<file path="src/frl_ram.sv">
// Generic single-write, single-read RAM with registered read data.
module frl_ram #(
  parameter int unsigned WIDTH = 8,
  parameter int unsigned DEPTH = 16
) (
  input  logic                     clk_i,
  input  logic                     we_i,
  input  logic [$clog2(DEPTH)-1:0] waddr_i,
  input  logic [WIDTH-1:0]         wdata_i,
  input  logic [$clog2(DEPTH)-1:0] raddr_i,
  output logic [WIDTH-1:0]         rdata_o
);
  logic [WIDTH-1:0] mem_q [DEPTH];

  always_ff @(posedge clk_i) begin
    if (we_i) begin
      mem_q[waddr_i] <= wdata_i;
    end
    rdata_o <= mem_q[raddr_i];
  end
endmodule

</file>
<file path="config.mk">
export PLATFORM = sky130hd
export DESIGN_NAME = frl_ram
export DESIGN_NICKNAME = d
export VERILOG_FILES = /design/src/frl_ram.sv
export SDC_FILE = /design/constraint.sdc
export NUM_CORES = 1
export LEC_CHECK = 0
export ABC_AREA = 0
export ABC_CLOCK_PERIOD_IN_PS = 2400
export BUFFER_PORTS_ARGS = -buffer_cell sky130_fd_sc_hd__clkbuf_2
export CAP_MARGIN = 20
export CORE_UTILIZATION = 63
export CTS_BUF_LIST = sky130_fd_sc_hd__clkbuf_4 sky130_fd_sc_hd__clkbuf_8
export CTS_CLUSTER_DIAMETER = 50
export DETAILED_ROUTE_END_ITERATION = 8
export MAX_ROUTING_LAYER = met4
export PLACE_DENSITY_LB_ADDON = 0.2
export SETUP_SLACK_MARGIN = 0.3
export SLEW_MARGIN = 40
export SYNTH_ARGS = -nofsm -noshare
export SYNTH_HDL_FRONTEND = slang
export SYNTH_SLANG_ARGS = --single-unit
</file>
<file path="constraint.sdc">
create_clock -name clk_i -period 2.4 [get_ports clk_i]
set_input_delay 0.48 -clock clk_i [delete_from_list [all_inputs] [get_ports clk_i]]
set_output_delay 0.48 -clock clk_i [all_outputs]
set_load 0.02 [all_outputs]
</file>
==> results of run 1 <==
[kinds of logic after synthesis]
family,count (synthesis),synth area share
mux,32,0.150
flops,136,0.778
simple gates,35,0.0318
compound gates,16,0.0233
buf+inv,10,0.0168
[critical path, cell delays in order]
cell and delay, ns:
clkbuf_2 0.10, buf_12 0.25, mux4_1 0.58, a22oi_1 0.28, nand2_1 0.08
[per-layer routing]
metal,GRT usage,up-vias,wire (um)
li1,-,1084,-
met1,0.368,1300,3970
met2,0.393,134,4790
met3,0.0665,18,657
met4,0.105,0,182
met5,-,-,0
[state kept, by name, indices dropped and copies added, names as in the netlist]
name and flops:
rdata_o 8, mem_q 128
[final cells by class]
type	instances	area (um2)	share of cell area
clock buffers	19	249	0.0417
clock inverters	13	228	0.0382
multi-input cells	83	1060	0.177
flip-flops and latches	136	4000	0.671
well taps	102	128	0.0214
repair buffers	45	300	0.0503
[where the power goes]
part / total (mW) / leakage, nW / switching [mW] / internal [mW]
clock: 2.19 / 0.238 / 0.831 / 1.36
sequential: 2.67 / 1.22 / 0.0169 / 2.65
combinational: 0.260 / 0.590 / 0.153 / 0.107
[cell usage in the layout (no fill, tap or decap), types with 3 or more instances in the layout]
master / Yosys / routed
a22oi_1: 16 / 16
mux4_2: 18 / 18
dfxtp_1: 8 / 8
nor3_1: 4 / 4
clkbuf_2: 0 / 25
bufinv_16: 0 / 6
nor2_1: 13 / 13
mux4_1: 14 / 14
clkinv_4: 0 / 3
edfxtp_1: 128 / 128
buf_4: 1 / 18
clkbuf_8: 0 / 17
nand2_1: 9 / 9
[how the worst max path moves through the flow]
stage | from | endpoint | slack [ns] | depth (start not counted)
after floorplan | waddr_i[2] | mem_q[0][0] | 0.43 | 2
after global placement | raddr_i[0] | rdata_o[5] | 0.46 | 5
after detailed placement | raddr_i[0] | rdata_o[5] | 0.46 | 5
after CTS | rdata_o[7] | rdata_o[7] | 0.91 | 1
after global routing | raddr_i[0] | rdata_o[5] | 0.83 | 5
final | raddr_i[0] | rdata_o[5] | 0.91 | 5
[synthesized netlist by cell type]
cell               n  share of area
a22oi_1           16          0.023
and2_1             1         0.0012
and2b_1            1         0.0015
buf_2              3         0.0029
buf_4              1         0.0015
buf_6              3         0.0066
clkdlybuf4s25_2    3         0.0058
dfxtp_1            8          0.031
edfxtp_1         128           0.75
mux4_1            14          0.071
mux4_2            18          0.079
nand2_1            9         0.0066
nand2b_1           2         0.0024
nand3_1            1        0.00097
nand3b_1           2         0.0029
nor2_1            13         0.0095
nor2b_1            1         0.0012
nor3_1             4         0.0039
or3b_2             1         0.0017
[metrics by stage]
step | hold WS [ns] | std cells | cell area, um2
final | 0.459 | 398 | 5970
after global placement | 0.654 | 366 | 5490
after detailed placement | 0.667 | 366 | 5490
after floorplan | 0.579 | 229 | 5150
after global routing | 0.473 | 398 | 5970
after CTS | 0.452 | 398 | 5970
==> results.toml, run 1 <==
[cts]
cts.sinks = 136
htreeDepth = 4
cts_resized = 0
cts_setup_buffers = 0
root_buffer = "clkbuf_8"
clk_latency_ns = 0.42
numCtsBuffers = 17
cts_tree = "yes"
clk_pin_slew_worst_paths_ns = 0.07
clockBufferDepth = 2
hold_buffers = 0

[global_routing]
grt_pass1_vias = 2557
grt_max_degree = 33
gr-usage-all-layers = 0.267
grt_antenna_before_repair = 0
grt_pass1_wl_um = 15100
grt_overflow = 0

[worst_hold_path]
hold_start = "wdata_i[3]"
min_path_type = "input pin to flop"
holdPathEnd = "mem_q[5][3]"
holdPathStages = 1

[critical_path]
critPathLaunchType = "input pin"
crit_type = "input pin to flop"
crit_fanout = 32
critPathCaptureType = "flop"
r2r-start = "mem_q[10][7]"
worstReg2RegEnd = "rdata_o[7]"
critical_path_arrival_ns = 1.79
r2r_cells = 3
cp.required_ns = 2.71
ff2ff_setup_slack_ns = 1.05

[finish]
final_nets = 301
layout-drive-gt1-share = 0.321
post-route-util = 0.764
syn2layout_area_growth_pct = 15.9
fillers = 446
diodes = 0

[floorplanning]
die_h_um = 92.4
start_util = 0.659
fp.dieArea_um2 = 8540
die_w_um = 92.4
fp.coreArea_um2 = 7810
io_pins = 26
row_count = 32

[synth]
syn_area_per_cell_um2 = 22.5
syn_area_um2 = 5150
synth.ff_latch_count = 136
seq_area_frac_synth = 0.778
syn-num-nets = 247
ys_warn_count = 0
yosys.cell_types.count = 19
syn_inst = 229

[place]
pre_cts_slack_ns = 0.465
globalplace.congestion = 0.764
portBuffers = 25
hpwl_um = 6020

[power_and_ir_drop]
peakVddDrop_v = 0.000629
p_per_area_nw_per_um2 = 859
cellLeakagePower_nw = 2.05
power_mw = 5.12

[timing]
period_minus_slack_ns = 1.49
worst_pin_slew_ns = 0.699
hold_violations = 0
slew_violations = 0
clock_skew_ns = 0.00703
fin_ws_ns = 0.915
period_share = 0.619
rsz0062_at_grt = "false"
slew-limit-headroom = 0.532
max_freq_mhz = 673
finalSetupTns_ns = 0
setup_viol_count_final = 0

[routing]
finalWirelength_um = 9600
drc = 0
antenna_left = 0
wl_per_cell_um = 24.1
dr.pass1.iters = 4
viasPerCell = 6.37
vias = 2536
drt_iter0_markers = 257

[status]
outcome = "finished clean"

[run]
maxCapViolCount = 0
Note: power is estimated with default switching activity, not from simulation.
==> run 2, diff against run 1 <==
- ABC_AREA: 0 -> 1
- ABC_CLOCK_PERIOD_IN_PS: 2400 -> 1250
- CORE_UTILIZATION: 63 -> 57
- clock period: 2.4 -> 1.25 ns (I/O delays scaled with it)
==> run 2 against run 1 <==
  * Power rose by 82%
  * Count of clock-buffer cells in the layout increased by 7
  * Sequential power is 93% higher
  * Combinational power grew to 3.3 times the previous value
  * Synthesized cell count up 140%
  * Design area rose by 17%
  * Non-clock buffer count increased by 7
  * Critical path depth is 4 lower
  * Utilization is 4.7 points lower
  * Final cell count increased by 87%
  * Global-route usage increased by 0.64 points
  * Largest power group unchanged
  * Highest routed layer unchanged
==> results.toml, run 2 <==
[status]
outcome = "finished clean"

[global_routing]
gr-usage-all-layers = 0.274
grt_overflow = 0
grt_pass1_vias = 3704
grt_antenna_before_repair = 0
grt_max_degree = 55
grt_pass1_wl_um = 19500

[cts]
cts_tree = "yes"
clk_latency_ns = 0.44
cts.sinks = 136
clockBufferDepth = 2
cts_setup_buffers = 0
hold_buffers = 0
clk_pin_slew_worst_paths_ns = 0.07
htreeDepth = 4
root_buffer = "clkbuf_8"
numCtsBuffers = 17

[synth]
synthArstFlopShare = 0
syn_area_per_cell_um2 = 10.5
syn_inst = 551
synth_most_common_cell = "nand2_1"
seq_area_frac_synth = 0.694
synth.ff_latch_count = 136
synth_enable_flop_cells = 128
syn-num-nets = 569
ys.flop_type = "edfxtp_1"
yosys.area.top_type = "edfxtp_1"
synthTopCellsByCount = "nand2_1 (173), edfxtp_1 (128), inv_1 (100)"
yosys.cell_types.count = 12
synth_top_cell_area_share = 0.667
ys_warn_count = 0
syn_area_um2 = 5770
synth.area.top_cells = "edfxtp_1 (67%), nand2_1 (11%), nand3_1 (8.4%)"

[timing]
period_minus_slack_ns = 1.16
slew-limit-headroom = 0.684
slew_violations = 0
worst_pin_slew_ns = 0.474
finalSetupTns_ns = 0
timing.hold.ws_ns = 0.228
clock_skew_ns = 0.0120
setup_viol_count_final = 0
rsz0062_at_grt = "true"
period_share = 0.931
max_freq_mhz = 859
hold_violations = 0

[floorplanning]
die_w_um = 103
io_pins = 26
fp.dieArea_um2 = 10500
start_util = 0.590
row_count = 36
die_h_um = 103
fp.coreArea_um2 = 9770

[finish]
layout_common_cells = "nand2_1 (166), edfxtp_1 (128), inv_1 (96)"
top_register = "mem_q"
largestRegisters = "mem_q: 128 flops, rdata_o: 8 flops"
diodes = 0
largest_reg_flops = 128
fin_cells = 743
layout-drive-gt1-share = 0.289
final_nets = 616
syn2layout_area_growth_pct = 21.5
mostFrequentLayoutCell = "nand2_1"

[place]
hpwl_um = 7920
portBuffers = 25
globalplace.congestion = 0.823
dpl.cell_count = 712

[routing]
finalWirelength_um = 12800
wl_per_cell_um = 17.2
drc = 0
vias = 3917
drt_iter0_markers = 318
antenna_left = 0
viasPerCell = 5.27
dr.pass1.iters = 5

[critical_path]
path_cells = "buf_8"
critPathLaunchType = "flop"
critPathCaptureType = "output pin"
cp_slowest_cell = "dfxtp_2"
cp_num_buf_inv = 1
slowest_delay_ns = 0.36
critical_path_arrival_ns = 0.91
crit_fanout = 1
cp.required_ns = 1.00
crit_family = "flip-flops"
crit_type = "flop to output pin"

[run]
maxCapViolCount = 0

[power_and_ir_drop]
cellLeakagePower_nw = 3.02
peakVddDrop_v = 0.000911
p_per_area_nw_per_um2 = 1330

[worst_hold_path]
min_path_type = "input pin to flop"
## run 2: cell types whose count changed after synthesis, sizes merged, moves of 2 or more
cell / before / now
a22oi: 16 / 0
nor2: 13 / 17
nand3: 1 / 97
nand2b: 2 / 0
nand2: 9 / 173
buf: 7 / 24
clkdlybuf4s25: 3 / 0
inv: 0 / 102
nor3: 4 / 0
mux4: 32 / 0
## run 2: cell families (layout without fill, tap and decap cells)
logic type / Yosys count / after routing / synth area share
and+or+nand+nor: 289 / 289 / 0.210
buffers and inverters: 126 / 185 / 0.0952
DFF: 136 / 136 / 0.694
## run 2: path summary, 6_finish.rpt
kind | startpoint | endpoint | slack [ns] | cells past startpoint
max reg2reg | mem_q[9][4] | rdata_o[4] | 0.29 | 6
min | raddr_i[3] | rdata_o[2] | 0.23 | 3
max | rdata_o[4] | rdata_o[4] | 0.09 | 1
min reg2reg | mem_q[10][6] | rdata_o[6] | 0.71 | 6
## run 2: worst reg2reg max path: cells and delay by family, from the launching register on
kind / cells / cell delay [ns]
buf+inv: 1 / 0.06
flops: 1 / 0.37
simple gates: 5 / 0.43
## run 2: layout make-up
cell class / instances / area, um2
clock inverter: 5 / 48.8
multi-input combinational: 289 / 1610
inverter: 102 / 383
sequential: 136 / 4010
tap: 133 / 166
timing repair buffer: 52 / 470
clock buffer: 26 / 314
fill: 668 / 2770
## run 2: report_power, final
part	internal, mW	leakage (nW)	switching, mW
Clock	1.80	0.196	1.50
Sequential	5.10	1.22	0.0451
Combinational	0.311	1.60	0.548
## run 2: through the flow
stage	utilization	total power, mW	setup WS (ns)	cell area, um2
2_1_floorplan	-	5.64	0.126	5880
6_report	0.717	9.31	0.0860	7010
3_5_place_dp	0.642	5.94	-0.0562	6270
3_3_place_gp	0.642	5.93	-0.0401	6270
5_1_grt	0.717	9.58	0.0509	7010
4_1_cts	0.699	9.28	0.0344	6830
## run 2: timing repair
action / in CTS / in global routing
gates resized for setup: 45 / 48
pin swaps: 5 / 42
setup endpoints to repair: 16 / 16
## run 2: per-layer routing
layer  part of all wire  routed length (um)  track usage  up-vias
li1                   -                   -            -     1862
met1               0.42                5430        0.362     1852
met2               0.47                6050        0.402      175
met3              0.078                1000       0.0807       28
met4              0.024                 310        0.101        0
met5                  0                   0            -        -
==> run 3, diff against run 2 <==
- ABC_CLOCK_PERIOD_IN_PS: 1250 -> not set
- RECOVER_POWER: not set -> 100
==> run 3 against run 2 <==
  * Setup slack got worse by 0.0056 ns
  * Clock skew hardly changed
  * Maximum frequency decreased by 0.48%
  * Critical endpoint is now rdata_o[5]
==> results.toml, run 3 (synthesis results as in run 2) <==
[status]
outcome = "finished clean"

[finish]
mostFrequentLayoutCell = "nand2_1"
fin_cells = 743
diodes = 0
final_nets = 616
post-route-util = 0.701
layout-drive-gt1-share = 0.225
layout_common_cells = "nand2_1 (166), edfxtp_1 (128), inv_1 (97)"
syn2layout_area_growth_pct = 18.9
largest_reg_flops = 128
largestRegisters = "mem_q: 128 flops, rdata_o: 8 flops"
top_register = "mem_q"
fillers = 701

[cts]
cts.sinks = 136
cts_tree = "yes"
htreeDepth = 4
cts_setup_buffers = 0
root_buffer = "clkbuf_8"
clk_pin_slew_worst_paths_ns = 0.07
numCtsBuffers = 17
clk_latency_ns = 0.44
clockBufferDepth = 2

[critical_path]
cp_num_buf_inv = 1
r2r_cells = 6
cp_slowest_cell = "dfxtp_2"
ff2ff_setup_slack_ns = 0.25
critPathCaptureType = "output pin"
slowest_delay_ns = 0.36
critical_path_arrival_ns = 0.92
path_cells = "buf_8"
crit_family = "flip-flops"
cp.required_ns = 1.00
worstReg2RegEnd = "rdata_o[4]"
r2r-start = "mem_q[9][4]"
crit_fanout = 1
critPathLaunchType = "flop"
crit_type = "flop to output pin"

[timing]
clock_skew_ns = 0.0123
worst_pin_slew_ns = 0.994
slew-limit-headroom = 0.337
period_share = 0.936
slew_violations = 0
finalSetupTns_ns = 0
setup_viol_count_final = 0
rsz0062_at_grt = "true"
period_minus_slack_ns = 1.17
timing.hold.ws_ns = 0.217
max_freq_mhz = 855
hold_violations = 0

[worst_hold_path]
hold_start = "raddr_i[3]"
holdPathEnd = "rdata_o[2]"
min_path_type = "input pin to flop"
holdPathStages = 3

[floorplanning]
die_w_um = 103
fp.coreArea_um2 = 9770
io_pins = 26
start_util = 0.590
row_count = 36
fp.dieArea_um2 = 10500
die_h_um = 103

[power_and_ir_drop]
p_int_mw = 7.20
cellLeakagePower_nw = 2.95
p_clk_frac = 0.356
power_mw = 9.28
p_comb_frac = 0.089
sequentialPowerShare = 0.555
swShare = 0.224
p_per_area_nw_per_um2 = 1350
p_sw_mw = 2.08
peakVddDrop_v = 0.000918

[routing]
vias = 3942
finalWirelength_um = 12800
drc = 0
viasPerCell = 5.31
wl_per_cell_um = 17.3
dr.pass1.iters = 5
antenna_left = 0
drt_iter0_markers = 292

[place]
globalplace.congestion = 0.823
hpwl_um = 7920
dpl.cell_count = 712
portBuffers = 25

[global_routing]
grt_pass1_wl_um = 19500
grt_overflow = 0
gr-usage-all-layers = 0.274
grt_pass1_vias = 3704
grt_antenna_before_repair = 0
grt_max_degree = 55

[run]
maxCapViolCount = 0
-- run 3: layer usage --
metal | part of all wire | global-route usage
met4 | 0.019 | 0.101
met3 | 0.093 | 0.0807
met5 | 0 | -
met2 | 0.47 | 0.402
met1 | 0.42 | 0.362
-- run 3: metrics by stage --
step	instance area (um2)	setup WS (ns)
after floorplan	5880	0.126
after global placement	6270	-0.0401
after detailed placement	6270	-0.0562
after CTS	6830	0.0344
after global routing	6860	0.0412
final	6860	0.0804
-- run 3: how the worst max path moves through the flow --
stage	startpoint	endpoint	slack (ns)	cells after the start
after floorplan	waddr_i[2]	mem_q[10][0]	0.13	2
after detailed placement	waddr_i[3]	mem_q[5][2]	-0.06	5
final	rdata_o[5]	rdata_o[5]	0.08	1
after global routing	rdata_o[0]	rdata_o[0]	0.04	1
after CTS	rdata_o[2]	rdata_o[2]	0.03	1
after global placement	waddr_i[3]	mem_q[5][2]	-0.04	5
-- run 3: power by group through the flow --
stage | clock network [mW] | registers (mW) | logic [mW]
finish | 3.31 | 5.15 | 0.823
global route | 3.50 | 5.15 | 0.891
CTS | 3.34 | 5.14 | 0.795
detailed placement | 0 | 5.23 | 0.717
global placement | 0 | 5.23 | 0.709
floorplan | 0 | 5.25 | 0.387
-- run 3: what timing repair did --
item / CTS / global route
hold buffers: 0 / 0
setup endpoints to repair: 16 / 16
resized for setup: 45 / 48
pin swaps: 5 / 42
-- run 3: cell type report --
type,count,area (um2),area share
clock buffer,26,314,0.0458
clock inverter,5,48.8,0.00712
inverter,102,383,0.0558
multi-input combinational,289,1510,0.220
sequential,136,4010,0.585
tap,133,166,0.0243
timing repair buffer,52,424,0.0619
